[src/sv/tcc_pkg.sv]
// ----------------------------------------------------------------------------
// tcc_pkg
// Shared widths, latencies, status codes and transfer types for the
// triangle circumcircle pipeline.
// ----------------------------------------------------------------------------
package tcc_pkg;

	localparam int COORD_W   = 32;
	localparam int NUM_W     = 102;
	localparam int DEN_W     = 69;
	localparam int QB        = 36;
	localparam int CMP_W     = DEN_W + 1 + QB;
	localparam int QW        = QB + 2;
	localparam int DIV_LAT   = QB + 5;
	localparam int R2_W      = 63;
	localparam int RAD_W     = 32;
	localparam int SQ_LAT    = RAD_W;
	localparam int RSQ_SHIFT = 20;

	typedef enum logic [1:0] {
		ST_OK        = 2'd0,
		ST_COLLINEAR = 2'd1,
		ST_SAT       = 2'd2
	} status_t;

	typedef struct packed {
		logic signed [COORD_W-1:0] ax;
		logic signed [COORD_W-1:0] ay;
		logic signed [COORD_W-1:0] bx;
		logic signed [COORD_W-1:0] by;
		logic signed [COORD_W-1:0] cx;
		logic signed [COORD_W-1:0] cy;
	} vertices_t;

	typedef struct packed {
		logic signed [COORD_W-1:0] center_x;
		logic signed [COORD_W-1:0] center_y;
		logic [R2_W-1:0]           radius_sq;
		logic [RAD_W-1:0]          radius;
		status_t                   status;
	} result_t;

endpackage

[src/sv/tcc_isqrt.sv]
// ----------------------------------------------------------------------------
// tcc_isqrt
// Pipelined integer square root, one result bit per stage.
// ----------------------------------------------------------------------------
module tcc_isqrt (
	input  logic                        clk,
	input  logic [tcc_pkg::R2_W-1:0]    value,
	output logic [tcc_pkg::RAD_W-1:0]   root
);

	localparam int W = tcc_pkg::R2_W + 1;
	localparam int N = tcc_pkg::SQ_LAT;

	logic [W-1:0] v_s   [N];
	logic [W-1:0] res_s [N];

	for (genvar k = 0; k < N; k++) begin : g_step
		logic [W-1:0] v_in;
		logic [W-1:0] r_in;
		logic [W-1:0] trial;

		if (k == 0) begin : g_first
			assign v_in = W'(value);
			assign r_in = '0;
		end else begin : g_next
			assign v_in = v_s[k-1];
			assign r_in = res_s[k-1];
		end

		assign trial = r_in + (W'(1) << (W - 2 - 2 * k));

		always_ff @(posedge clk) begin
			if (v_in >= trial) begin
				v_s[k]   <= v_in - trial;
				res_s[k] <= (r_in >> 1) + (W'(1) << (W - 2 - 2 * k));
			end else begin
				v_s[k]   <= v_in;
				res_s[k] <= r_in >> 1;
			end
		end
	end

	assign root = res_s[N-1][tcc_pkg::RAD_W-1:0];

endmodule

[config.mk]
export PLATFORM = sky130hd
export DESIGN_NAME = tcc_isqrt
export DESIGN_NICKNAME = d
export VERILOG_FILES = /design/src/sv/tcc_pkg.sv /design/src/sv/tcc_isqrt.sv
export SDC_FILE = /design/constraint.sdc
export NUM_CORES = 2
export LEC_CHECK = 0
export BUFFER_PORTS_ARGS = -buffer_cell sky130_fd_sc_hd__buf_4
export CAP_MARGIN = 10
export CELL_PAD_IN_SITES_DETAIL_PLACEMENT = 0
export CELL_PAD_IN_SITES_GLOBAL_PLACEMENT = 1
export CORE_MARGIN = 2
export CORE_UTILIZATION = 54
export DETAILED_ROUTE_END_ITERATION = 8
export GPL_ROUTABILITY_DRIVEN = 0
export PLACE_DENSITY_LB_ADDON = 0.1
export SETUP_SLACK_MARGIN = 0.15
export SLEW_MARGIN = 20
export SYNTH_ARGS = -nofsm -noshare
export SYNTH_HDL_FRONTEND = slang
export SYNTH_SLANG_ARGS = --single-unit
export TNS_END_PERCENT = 20
[constraint.sdc]
create_clock -name clk -period 7.2 [get_ports clk]
set_input_delay 0.72 -clock clk [delete_from_list [all_inputs] [get_ports clk]]
set_output_delay 0.72 -clock clk [all_outputs]
set_load 0.01 [all_outputs]
Yosys cells after proc, flatten, opt, wreduce, memory -nomap -nowiden
Memory sizes are Yosys's and may differ from the RTL's. Cells that the tools add are included.

Register bits: 0. Memory bits (writable): 4096. Input bits: 64. Output and inout bits: 32. Memories kept: 2.

Memory list: res_s (words 32, bits a word 64, rd ports 32, clocked after memory_dff 0, write ports 32, line tcc_isqrt.sv:15) `logic [W-1:0] res_s [N];`; v_s (words 32, bits a word 64, rd ports 31, clocked after memory_dff 0, write ports 32, line tcc_isqrt.sv:14) `logic [W-1:0] v_s [N];`.

$add $sub $neg: 94. Magnitude comparators: 32. Mux-type cells: 160. Bitwise gates (word level): 64.

Operators with widths (count): 64-bit 2-to-1 mux (64); 64-bit >= comparator (31); 64-bit subtractor (31); 1-bit 2-to-1 mux (96); 63-bit by 1-bit adder with 64-bit output, second input constant (1); 63-bit by 11-bit adder with 64-bit output, second input constant (1); 63-bit by 13-bit adder with 64-bit output, second input constant (1); 63-bit by 15-bit adder with 64-bit output, second input constant (1); 63-bit by 17-bit adder with 64-bit output, second input constant (1); 63-bit by 19-bit adder with 64-bit output, second input constant (1); 63-bit by 21-bit adder with 64-bit output, second input constant (1); 63-bit by 23-bit adder with 64-bit output, second input constant (1); 63-bit by 25-bit adder with 64-bit output, second input constant (1); 63-bit by 27-bit adder with 64-bit output, second input constant (1); 63-bit by 29-bit adder with 64-bit output, second input constant (1); 63-bit by 3-bit adder with 64-bit output, second input constant (1); 63-bit by 31-bit adder with 64-bit output, second input constant (1); 63-bit by 33-bit adder with 64-bit output, second input constant (1); 63-bit by 35-bit adder with 64-bit output, second input constant (1); 63-bit by 37-bit adder with 64-bit output, second input constant (1); 63-bit by 39-bit adder with 64-bit output, second input constant (1); 63-bit by 41-bit adder with 64-bit output, second input constant (1); 63-bit by 43-bit adder with 64-bit output, second input constant (1); 63-bit by 45-bit adder with 64-bit output, second input constant (1); other kinds (45) (108).

Logic depth before layout (Yosys ltp)
An unclocked memory read counts as a cell.

Depth in word-level cells: 6. Gate-level depth with buffers: 14.

Worst setup path before layout
No wires, ideal clock.

Path kind: register -> register. From: memory v_s[1][372] in the netlist's numbering. To: memory v_s[1][406] in the netlist's numbering. Arrival: 3.318 ns. Data required time: 7.079 ns. Setup slack: 3.761 ns. Stages on the path, launching flop included: 9. Buffers on the path: 1. Period minus slack after synthesis: 3.439 ns. Cells stage by stage: dfxtp_1 or4_4 or3_4 or4_4 or4_1 or4_4 a211oi_4 buf_6 mux2_2.

RTL lines (line): start: declaration (tcc_isqrt.sv:14).

==> impl_metrics.ini <==
[yosys]
synth_edf_count = 0
async_reset_ff_share_pct = 0
yosys_warnings = 0
synth-seq-cells = 2512
ys.flop_type = dfxtp_1
yosysSeqAreaShare_pct = 52.6
yosysTopAreaCell = dfxtp_1
yosysTopAreaCellShare_pct = 52.6
ys_top_cells_by_area = dfxtp_1 53%, ha_1 7.3%, xnor2_1 4.1%, xor2_1 3.9%, a21oi_1 3.2%
yosysUniqueCellTypes = 84
syn-instance-count = 9702
synth_area_sq_um = 95600
synth.avg_cell_area_sq_um = 9.85

[global_routing]
grt_pass1_vias = 68600
grt_overflow = 0
grt_max_degree = 59
grt_usage_pct = 28.1
busiest_layer = met2
grt_use_met1_pct = 36.2
grt_use_met2_pct = 48.8
antenna_found_initial = 7
grt_pass1_wl_um = 398000
grt_util_met3_pct = 3.66

[floorplanning]
core_area_sq_um = 176000
fp.dieW_um = 425
start_util_pct = 54.3
pin_count = 96
die_h_um = 425
rows = 154
die_area_sq_um = 180000

[layout]
stdcell_area_sq_um = 108000
final_layout_size_suffix_gt1_share_pct = 6.57
nNetsFinal = 10500
most-common-layout-cells = 2512 x dfxtp_1, 696 x inv_1, 685 x nand2_1
final_cells = 12500
multi_input_area_sq_um = 42000
area_growth_pct = 12.7
mostFrequentLayoutCell = dfxtp_1
nFillCells = 14700
regArea_sq_um = 50300

[clock_network]
tritoncts = built
htree_levels = 4
cts_sinks = 2512
cts_setup_buffers = 0
clock_path_buffers = 3
clk_pin_slew_worst_paths_ns = 0.06
ctsRootBufferMaster = clkbuf_16
insertion_delay_ns = 0.87
cts_buffers = 239

[flow_run]
maxCapViolCount = 0

[hold_path]
hold_path.class = reg2reg
min_path_cells = 0

[sta]
clock.fmax_ghz = 0.223
setup_violations = 0
worst_slew_pin_slew_ns = 1.15
fin_crit_sh_pct = 62.2
worst_slack_ns = 2.72
period_minus_slack_ns = 4.48
rsz0062_at_grt = no
slew_violations = 0
final_hold_viol_count = 0
max_slew_margin_pct = 23.1
fin_worst_skew_ns = 0.0490
fin_tns_setup_ns = 0

[placement]
dp_hpwl_um = 200000
place_inst = 11900
placed_area_sq_um = 98700
pre_cts_slack_ns = 2.65
port-buffer-count = 95

[power]
leakage_nw = 48.7
peakVddDrop_uv = 258
finalPower_w = 0.0427
power.density_nw_per_um2 = 397

[drt]
dr.pass1.iters = 6
vias = 69400
drc = 0
viasPerCell = 5.58
drt_iter0_drc = 4939
final_antenna_net_count = 0
wirelength_um = 258000
avgRoutedWirePerCell_um = 20.7

[worst_setup_path]
path_max_fanout = 51
worstPathArrival_ns = 5.27
required_ns = 7.99
start_kind = flop
path_class = reg2reg
worstRegToRegCells = 12
end_kind = flop

[run_status]
run_status = complete, no violations
==> state kept, by name, summed over array words and instances, names as in the netlist <==
name   flops
res_s    528
v_s     1984
==> area by class of cell <==
cell class,count,share of cell area [%]
well taps,2340,2.72
multi-input cells,6275,39.0
diodes,1,0.00232
clock inverters,101,1.42
repair buffers,187,1.45
inverters,697,2.43
flip-flops and latches,2512,46.7
clock buffers,338,6.34
==> cell usage after synthesis (45+ instances only) <==
cell,n
xnor2_1,452
nor3_1,259
nor4_1,309
nand2b_1,107
nand3_1,148
or3_1,99
o21ai_0,509
a21o_1,195
nor2_1,624
dfxtp_1,2512
inv_1,696
mux2_2,65
nand2_1,685
a31oi_1,68
o21bai_1,49
o31ai_1,51
o21a_1,90
a21oi_1,615
o211ai_1,45
nor4b_1,49
nor2b_1,74
xor2_1,430
a211oi_1,60
ha_1,556
nand4_1,160
clkbuf_1,199
or4_1,84
and3_1,51
==> worst paths after layout <==
| kind | from | to | slack [ns] |
|---|---|---|---|
| worst min-delay path | res_s[0][941] | res_s[0][1004] | 0.33 |
| worst max register to register | res_s[1][465] | v_s[1][562] | 2.72 |
| worst min register to register | res_s[0][941] | res_s[0][1004] | 0.33 |
| worst max-delay path | res_s[1][465] | v_s[1][562] | 2.72 |
==> repair_timing <==
action / CTS / global route
gates resized for setup: 0 / 0
hold buffers: 63 / 0
hold endpoints to repair: 63 / 0
==> layer usage <==
metal | vias to the layer above | wire length, um
li1 | 34200 | -
met1 | 33100 | 114000
met2 | 1707 | 125000
met3 | 420 | 11200
met4 | 0 | 7790
met5 | - | 0
==> worst max-delay path: stages (launching register included) <==
cell and delay [ns]:
dfxtp_1 0.34, inv_1 0.05, ha_1 0.39, nand4_1 0.26
nor4_1 0.65, a211oi_1 0.16, a311oi_1 0.94, nor4bb_4 0.09
buf_4 0.32, inv_1 0.39, nand3_1 0.34, nor4_1 0.31
xor2_1 0.17
==> stage by stage <==
step	utilization [%]	hold slack (ns)
after floorplan	-	0.322
after global placement	56.0	0.329
after detailed placement	56.1	0.330
after CTS	61.2	0.326
after global routing	61.2	0.328
final	61.2	0.326
==> power breakdown <==
group          total (W)  internal, W  switching (W)
clock             0.0130      0.00752        0.00551
combinational    0.00988      0.00423        0.00565
sequential        0.0198       0.0169        0.00288
total             0.0427       0.0287         0.0140
==> kinds of logic (layout without fill, tap and decap cells) <==
kind of cell,after synthesis,in the layout,synth area share [%]
AO/OA/AOI/OAI,1890,1890,12.1
buffers and inverters,916,1323,3.62
other,1,3,0.00392
multiplexers,77,77,0.891
AND/OR/NAND/NOR,2868,2868,15.4
XOR/XNOR,882,882,8.08
flip-flops,2512,2512,52.6
adder cells (fa/ha/maj),556,556,7.28
Power figures use the tool's default switching activity.
